<file path="src/rtl/lsp_pkg.sv">
// Shared types and codes for the LIFO stack with positional insert.
// No dependencies; every other file of the block imports this package.
package lsp_pkg;

    localparam int DataW    = 32;
    localparam int PosW     = 5;
    localparam int DefDepth = 16;

    typedef logic signed [DataW-1:0] data_t;

    // Item actions
    localparam logic [1:0] ACT_PUSH    = 2'd0;
    localparam logic [1:0] ACT_POP     = 2'd1;
    localparam logic [1:0] ACT_DISPLAY = 2'd2;
    localparam logic [1:0] ACT_INSERT  = 2'd3;

    // Result status codes
    localparam logic [1:0] STAT_OK    = 2'd0;
    localparam logic [1:0] STAT_EMPTY = 2'd1;
    localparam logic [1:0] STAT_POS   = 2'd2;
    localparam logic [1:0] STAT_FULL  = 2'd3;

    // Command broadcast along the cell chain
    typedef enum logic [1:0] {
        CMD_HOLD,
        CMD_INSERT,
        CMD_POP,
        CMD_ROTATE
    } cell_cmd_t;

endpackage

</file>
<file path="src/rtl/lsp_cell.sv">
// One storage cell of the stack chain: a word register fed by its neighbors.
// Depends on lsp_pkg.
module lsp_cell import lsp_pkg::*; #(
    parameter int Depth = DefDepth,
    parameter int Index = 0,
    localparam int IdxW = $clog2(Depth)
) (
    input  logic            aclk,
    input  cell_cmd_t       cmd,
    input  logic [IdxW-1:0] pos,
    input  logic [IdxW-1:0] last_idx,
    input  data_t           load_data,
    input  data_t           up_data,
    input  data_t           down_data,
    output data_t           q
);

    localparam logic [IdxW-1:0] MyIdx = IdxW'(Index);

    data_t q_reg;
    data_t q_next;

    always_comb begin
        q_next = q_reg;
        unique case (cmd)
            CMD_HOLD: begin
                q_next = q_reg;
            end
            CMD_INSERT: begin
                // cells above the slot hold, the slot loads, cells below sink
                if (MyIdx == pos) begin
                    q_next = load_data;
                end else if (MyIdx > pos) begin
                    q_next = up_data;
                end
            end
            CMD_POP: begin
                q_next = down_data;
            end
            CMD_ROTATE: begin
                // top word wraps to the bottom of the occupied region
                if (MyIdx == last_idx) begin
                    q_next = load_data;
                end else if (MyIdx < last_idx) begin
                    q_next = down_data;
                end
            end
            default: begin
                q_next = q_reg;
            end
        endcase
    end

    always_ff @(posedge aclk) begin
        q_reg <= q_next;
    end

    assign q = q_reg;

endmodule

</file>
<file path="src/rtl/lifo_stack_with_positional_insert_core.sv">
// Top level of the LIFO stack with positional insert: control and cell chain.
// Depends on lsp_pkg and lsp_cell.
//
// Usage:
//   Input channel s_* carries one beat per item: action, value and position.
//   Result channel m_* returns status, data and last; every item yields one
//   beat with last high, except a display of a non-empty stack, which yields
//   one beat per stored word, top first, last high on the bottom word.
//   Storage is a chain of Depth cells, cell 0 being the top. Push and pop
//   move every cell by one neighbor; insert loads the slot and moves the cells below it.
//   Latency: but for a display of a non-empty stack, the result beat comes
//   in the cycle after the input beat. Flow: push, pop and insert items go
//   back to back as long as the receiver takes results. A display is taken,
//   then emits one word per step as the chain rotates the top word to the
//   bottom of the occupied cells (a step waits while the result register is
//   full); count steps restore the order. s_ready is low during a display.
//   Stall: a result waits in the output register; a new item is accepted only
//   when that register is empty or being drained in the same cycle.
//   Reset (aresetn low, synchronous): the stack is empty and no result is
//   pending. Cell contents are not cleared; only cells below count are read.
module lifo_stack_with_positional_insert_core import lsp_pkg::*; #(
    parameter int Depth = DefDepth
) (
    input  logic             aclk,
    input  logic             aresetn,
    input  logic             s_valid,
    output logic             s_ready,
    input  logic [1:0]       s_action,
    input  data_t            s_value,
    input  logic [PosW-1:0]  s_position,
    output logic             m_valid,
    input  logic             m_ready,
    output logic [1:0]       m_status,
    output data_t            m_data,
    output logic             m_last
);

    localparam int IdxW = $clog2(Depth);
    localparam int CntW = $clog2(Depth + 1);
    localparam int CmpW = (CntW > PosW) ? CntW : PosW;
    localparam logic [CntW-1:0] CntFull = CntW'(Depth);
    localparam logic [CntW-1:0] CntOne  = CntW'(1);

    localparam logic S_IDLE = 1'b0;
    localparam logic S_DISP = 1'b1;

    logic            state_reg,  state_next;
    logic [CntW-1:0] count_reg,  count_next;
    logic [CntW-1:0] rem_reg,    rem_next;
    logic            m_valid_reg, m_valid_next;
    logic [1:0]      m_status_reg, m_status_next;
    data_t           m_data_reg, m_data_next;
    logic            m_last_reg, m_last_next;

    cell_cmd_t       cmd;
    logic [IdxW-1:0] cell_pos;
    logic [IdxW-1:0] last_idx;
    data_t           load_data;
    data_t           cell_q [Depth];

    logic            out_free;
    logic            in_fire;
    logic            is_full;
    logic            is_empty;
    logic [CmpW-1:0] pos_ext;
    logic [CmpW-1:0] cnt_ext;
    logic [CntW-1:0] cnt_minus1;

    assign out_free   = !m_valid_reg || m_ready;
    assign s_ready    = (state_reg == S_IDLE) && out_free;
    assign in_fire    = s_valid && s_ready;
    assign is_full    = (count_reg == CntFull);
    assign is_empty   = (count_reg == '0);
    assign pos_ext    = CmpW'(s_position);
    assign cnt_ext    = CmpW'(count_reg);
    assign cnt_minus1 = count_reg - CntOne;
    assign last_idx   = cnt_minus1[IdxW-1:0];
    // during a display the top word wraps around; otherwise load the input
    assign load_data  = (state_reg == S_DISP) ? cell_q[0] : s_value;

    always_comb begin
        state_next    = state_reg;
        count_next    = count_reg;
        rem_next      = rem_reg;
        m_valid_next  = m_valid_reg && !m_ready;
        m_status_next = m_status_reg;
        m_data_next   = m_data_reg;
        m_last_next   = m_last_reg;
        cmd           = CMD_HOLD;
        cell_pos      = '0;

        if (in_fire) begin
            m_valid_next  = 1'b1;
            m_status_next = STAT_OK;
            m_data_next   = '0;
            m_last_next   = 1'b1;
            unique case (s_action)
                ACT_PUSH: begin
                    if (is_full) begin
                        m_status_next = STAT_FULL;
                    end else begin
                        cmd        = CMD_INSERT;
                        count_next = count_reg + CntOne;
                    end
                end
                ACT_POP: begin
                    if (is_empty) begin
                        m_status_next = STAT_EMPTY;
                    end else begin
                        cmd         = CMD_POP;
                        m_data_next = cell_q[0];
                        count_next  = cnt_minus1;
                    end
                end
                ACT_DISPLAY: begin
                    if (is_empty) begin
                        m_status_next = STAT_EMPTY;
                    end else begin
                        // no beat now; the words follow from the display state
                        m_valid_next = 1'b0;
                        state_next   = S_DISP;
                        rem_next     = count_reg;
                    end
                end
                ACT_INSERT: begin
                    priority if (pos_ext > cnt_ext) begin
                        m_status_next = STAT_POS;
                    end else if (is_full) begin
                        m_status_next = STAT_FULL;
                    end else begin
                        cmd        = CMD_INSERT;
                        cell_pos   = pos_ext[IdxW-1:0];
                        count_next = count_reg + CntOne;
                    end
                end
                default: begin
                    m_status_next = STAT_OK;
                end
            endcase
        end else if (state_reg == S_DISP && out_free) begin
            // emit the top word and rotate it to the bottom
            cmd           = CMD_ROTATE;
            m_valid_next  = 1'b1;
            m_status_next = STAT_OK;
            m_data_next   = cell_q[0];
            m_last_next   = (rem_reg == CntOne);
            rem_next      = rem_reg - CntOne;
            if (rem_reg == CntOne) begin
                state_next = S_IDLE;
            end
        end
    end

    always_ff @(posedge aclk) begin
        if (!aresetn) begin
            state_reg   <= S_IDLE;
            count_reg   <= '0;
            rem_reg     <= '0;
            m_valid_reg <= 1'b0;
        end else begin
            state_reg   <= state_next;
            count_reg   <= count_next;
            rem_reg     <= rem_next;
            m_valid_reg <= m_valid_next;
        end
    end

    always_ff @(posedge aclk) begin
        m_status_reg <= m_status_next;
        m_data_reg   <= m_data_next;
        m_last_reg   <= m_last_next;
    end

    // cell chain: cell 0 is the top of the stack
    for (genvar i = 0; i < Depth; i++) begin : g_cell
        data_t up_d;
        data_t down_d;
        if (i == 0) begin : g_top
            assign up_d = '0;
        end else begin : g_up
            assign up_d = cell_q[i-1];
        end
        if (i == Depth - 1) begin : g_bot
            assign down_d = '0;
        end else begin : g_down
            assign down_d = cell_q[i+1];
        end
        lsp_cell #(
            .Depth (Depth),
            .Index (i)
        ) u_cell (
            .aclk      (aclk),
            .cmd       (cmd),
            .pos       (cell_pos),
            .last_idx  (last_idx),
            .load_data (load_data),
            .up_data   (up_d),
            .down_data (down_d),
            .q         (cell_q[i])
        );
    end

    assign m_valid  = m_valid_reg;
    assign m_status = m_status_reg;
    assign m_data   = m_data_reg;
    assign m_last   = m_last_reg;

    // hold the fill level within the chain
    a_count_bound: assert property (@(posedge aclk) disable iff (!aresetn)
        count_reg <= CntFull)
        else $error("stack count exceeds depth");

    // drop input acceptance while a display walks the chain
    a_no_accept_disp: assert property (@(posedge aclk) disable iff (!aresetn)
        state_reg == S_DISP |-> !s_ready)
        else $error("input accepted during display");

    // a display never runs with nothing left to emit
    a_disp_rem: assert property (@(posedge aclk) disable iff (!aresetn)
        state_reg == S_DISP |-> rem_reg != '0)
        else $error("display active with zero words left");

    // the fill level holds while the chain rotates
    a_disp_count: assert property (@(posedge aclk) disable iff (!aresetn)
        state_reg == S_DISP |=> $stable(count_reg))
        else $error("count changed during display");

endmodule

</file>
<file path="config.mk">
export PLATFORM = sky130hd
export DESIGN_NAME = lifo_stack_with_positional_insert_core
export DESIGN_NICKNAME = d
export VERILOG_FILES = /design/src/rtl/lsp_pkg.sv /design/src/rtl/lsp_cell.sv /design/src/rtl/lifo_stack_with_positional_insert_core.sv
export SDC_FILE = /design/constraint.sdc
export NUM_CORES = 1
export LEC_CHECK = 0
export ABC_CLOCK_PERIOD_IN_PS = 17800
export BUFFER_PORTS_ARGS = -buffer_cell sky130_fd_sc_hd__buf_2
export CAP_MARGIN = 20
export CORE_UTILIZATION = 40
export CTS_CLUSTER_DIAMETER = 30
export CTS_CLUSTER_SIZE = 30
export DETAILED_ROUTE_END_ITERATION = 12
export PLACE_DENSITY = 0.56
export SLEW_MARGIN = 20
export SYNTH_ARGS = -nofsm -noshare
export SYNTH_HDL_FRONTEND = slang
export SYNTH_HIERARCHICAL = 1
export SYNTH_SLANG_ARGS = --single-unit
export TNS_END_PERCENT = 50
</file>
<file path="constraint.sdc">
create_clock -name aclk -period 17.8 [get_ports aclk]
set_clock_uncertainty 0.15 [all_clocks]
set_input_delay 3.56 -clock aclk [delete_from_list [all_inputs] [get_ports aclk]]
set_output_delay 3.56 -clock aclk [all_outputs]
set_load 0.01 [all_outputs]
</file>
==> impl_metrics.env <==
export IMPL_initialDrtViolationCount=2651
export IMPL_die_h_um=312
export IMPL_core_area_um2=95200
export IMPL_drtAntennaViolNets=0
export IMPL_synth_seq_cells=559
export IMPL_overflow=0
export IMPL_post_route_period_util=0.440
export IMPL_final_hold_viol_count=0
export IMPL_regArea_um2=16700
export IMPL_dieArea_um2=97400
export IMPL_firstDrtPassIters=5
export IMPL_largest_reg_flops=512
export IMPL_drive_gt1_frac=0.161
export IMPL_layout_commonest_cell="edfxtp_1"
export IMPL_cts_sinks=559
export IMPL_avgSynthCellArea_um2=10.9
export IMPL_end_kind="flip-flop"
export IMPL_place_ws_ns=9.32
export IMPL_postCtsHoldBufs=0
export IMPL_clock_path_buffers=3
export IMPL_ys_seq_area_frac=0.433
export IMPL_antenna_found_initial=2
export IMPL_grt_pass1_vias=29700
export IMPL_layout_common_cells="546 x edfxtp_1, 379 x mux2i_1, 280 x nor2b_1, 256 x nand2b_1, 169 x nand3_1"
export IMPL_synth_distinct_cells=100
export IMPL_layout_min_cycle_time_ns=7.84
export IMPL_gp_congestion=0.790
export IMPL_power_density_nw_per_um2=119
export IMPL_holdWs_ns=0.325
export IMPL_clkTransAtPathRegs_ns=0.04
export IMPL_yosysWarnings=6
export IMPL_grt_usage=0.229
export IMPL_vias_per_cell=5.99
export IMPL_io_pins=80
export IMPL_synthesis_area_um2=38500
export IMPL_syn_inst=3540
export IMPL_arrival_ns=8.31
export IMPL_cts_tree="yes"
export IMPL_num_fill_cells=8750
export IMPL_port_buffers=79
export IMPL_reg2regPathDepth=12
export IMPL_status="finished, final reports clean"
export IMPL_die_x_um=312
export IMPL_initial_core_util=0.404
export IMPL_vias=29700
export IMPL_rows=113
export IMPL_r2r_start="cnt_ext[0]$_SDFFE_PN0P_"
export IMPL_setup_tns_ns=0
export IMPL_post_cts_setup_buffers=0
export IMPL_worst_pin_slew_ns=1.21
export IMPL_synth_edf_count=546
export IMPL_post_drt_wl_per_cell_um=23.1
export IMPL_hp_start="m_last$_SDFFE_PP1P_"
export IMPL_cp_required_ns=18.27
export IMPL_clkLatencyLatePin_ns=0.77
export IMPL_path_max_fanout=176
export IMPL_worst_setup_path_type="in -> reg"
export IMPL_grt_first_pass_wirelength_mm=178
export IMPL_startpoint_type="primary input"
export IMPL_vdd_drop_max_mv=0.0719
export IMPL_maxSlewHeadroom=0.193
export IMPL_slew_viol_final=0
export IMPL_setup_viol=0
export IMPL_ff2ff_setup_slack_ns=12.02
export IMPL_routed_wl_mm=114
export IMPL_route_detailed_drc=0
export IMPL_dp_hpwl_mm=68.0
export IMPL_area_delta_synth_final_pct=15.7
export IMPL_rsz0062_at_grt="no"
export IMPL_async_flop_share=0
export IMPL_cts_resized=0
export IMPL_multi_input_area_um2=19700
export IMPL_cts_buffers=162
export IMPL_power_leakage_uw=0.0173
export IMPL_nets=3611
export IMPL_cts_root_buf="clkbuf_16"
export IMPL_r2r_end="g_cell[14].u_cell/q[11]$_DFFE_PP_"
export IMPL_cp_startpoint="m_ready"
export IMPL_h_tree_depth=4
export IMPL_cap_violations=0
export IMPL_grt_max_degree=264
export IMPL_hold_path_class="reg -> reg"
export IMPL_fmax_mhz=128
export IMPL_synth_ff_type="edfxtp_1"
export IMPL_layout_setup_ws_ns=9.96
export IMPL_endpoint="g_cell[14].u_cell/q[11]$_DFFE_PP_"
==> logic make-up after synthesis <==
kind of cell             after synthesis  synth area share
multiplexers                         442             0.120
other                                  1         0.0000975
AND/OR/NAND/NOR                     1190             0.187
XOR/XNOR                               3          0.000683
AO/OA/AOI/OAI                        901             0.184
buffers and inverters                430            0.0701
adder cells (fa/ha/maj)               14           0.00456
flip-flops                           559             0.433
==> cells in the mapped netlist, drive strengths merged (32+ instances only) <==
| cell | number | area share |
|---|---|---|
| edfxtp | 546 | 0.43 |
| mux2i | 379 | 0.099 |
| nor2b | 282 | 0.046 |
| nand2b | 257 | 0.042 |
| buf | 202 | 0.044 |
| a221o | 190 | 0.050 |
| nand3 | 169 | 0.022 |
| o21ai | 167 | 0.022 |
| clkbuf | 160 | 0.020 |
| nand2 | 146 | 0.014 |
| nand4 | 130 | 0.021 |
| a31oi | 106 | 0.018 |
| a22oi | 94 | 0.018 |
| o211ai | 73 | 0.015 |
| and2 | 72 | 0.012 |
| inv | 67 | 0.0065 |
| a21o | 64 | 0.012 |
| mux2 | 63 | 0.021 |
| a21oi | 40 | 0.0053 |
| nor3b | 37 | 0.0075 |
| a21boi | 33 | 0.0064 |
| a32oi | 33 | 0.0075 |
| o22a | 32 | 0.0073 |
==> through the flow <==
| step | area (um^2) | util | std cells | total power (uW) |
|---|---|---|---|---|
| final | 44500 | 0.468 | 4955 | 5300 |
| after global routing | 44500 | 0.468 | 4954 | 5490 |
| after CTS | 44400 | 0.467 | 4951 | 5330 |
| after detailed placement | 39100 | 0.411 | 4652 | 2530 |
| after global placement | 39100 | 0.411 | 4650 | 2510 |
| after floorplan | 38700 | - | 3603 | 2300 |
==> metal layers <==
metal,vias to the layer above,share of wire,track usage
li1,13700,-,-
met1,15000,0.46,0.316
met2,746,0.47,0.366
met3,184,0.046,0.0370
met4,4,0.020,0.0751
met5,-,0.00020,0
==> worst min-delay path by stage <==
stage	endpoint	slack [ns]	depth (start not counted)
2_1_floorplan	rem_reg[1]$_SDFFE_PN0P_	0.29	2
4_1_cts	m_last$_SDFFE_PP1P_	0.33	2
3_5_place_dp	rem_reg[1]$_SDFFE_PN0P_	0.32	2
6_report	m_last$_SDFFE_PP1P_	0.33	2
5_1_grt	m_last$_SDFFE_PP1P_	0.35	2
3_3_place_gp	rem_reg[1]$_SDFFE_PN0P_	0.31	2
==> final cells by class <==
class	count	area share
Multi-Input combinational cell	2614	0.442
Tap cell	1265	0.0356
Clock buffer	189	0.0934
Clock inverter	110	0.0250
Sequential cell	559	0.374
Inverter	68	0.00576
Timing Repair Buffer	149	0.0238
Antenna cell	1	0.0000562
==> report_power, final <==
| part | total, uW | switching [uW] | internal, uW |
|---|---|---|---|
| combinational | 798 | 511 | 287 |
| clock | 2780 | 918 | 1860 |
| sequential | 1720 | 73.8 | 1650 |
| total | 5300 | 1500 | 3800 |
==> worst max-delay path: stages <==
cell and delay (ns):
buf_2 0.08, nand2b_1 0.13, and3_1 0.46, nand3_1 0.20, o21ai_4 0.16, buf_4 0.51, buf_12 0.63, buf_4 0.75
and4b_1 0.29, a32o_2 0.99, a221o_1 0.33
(Power assumes the default switching activity.)
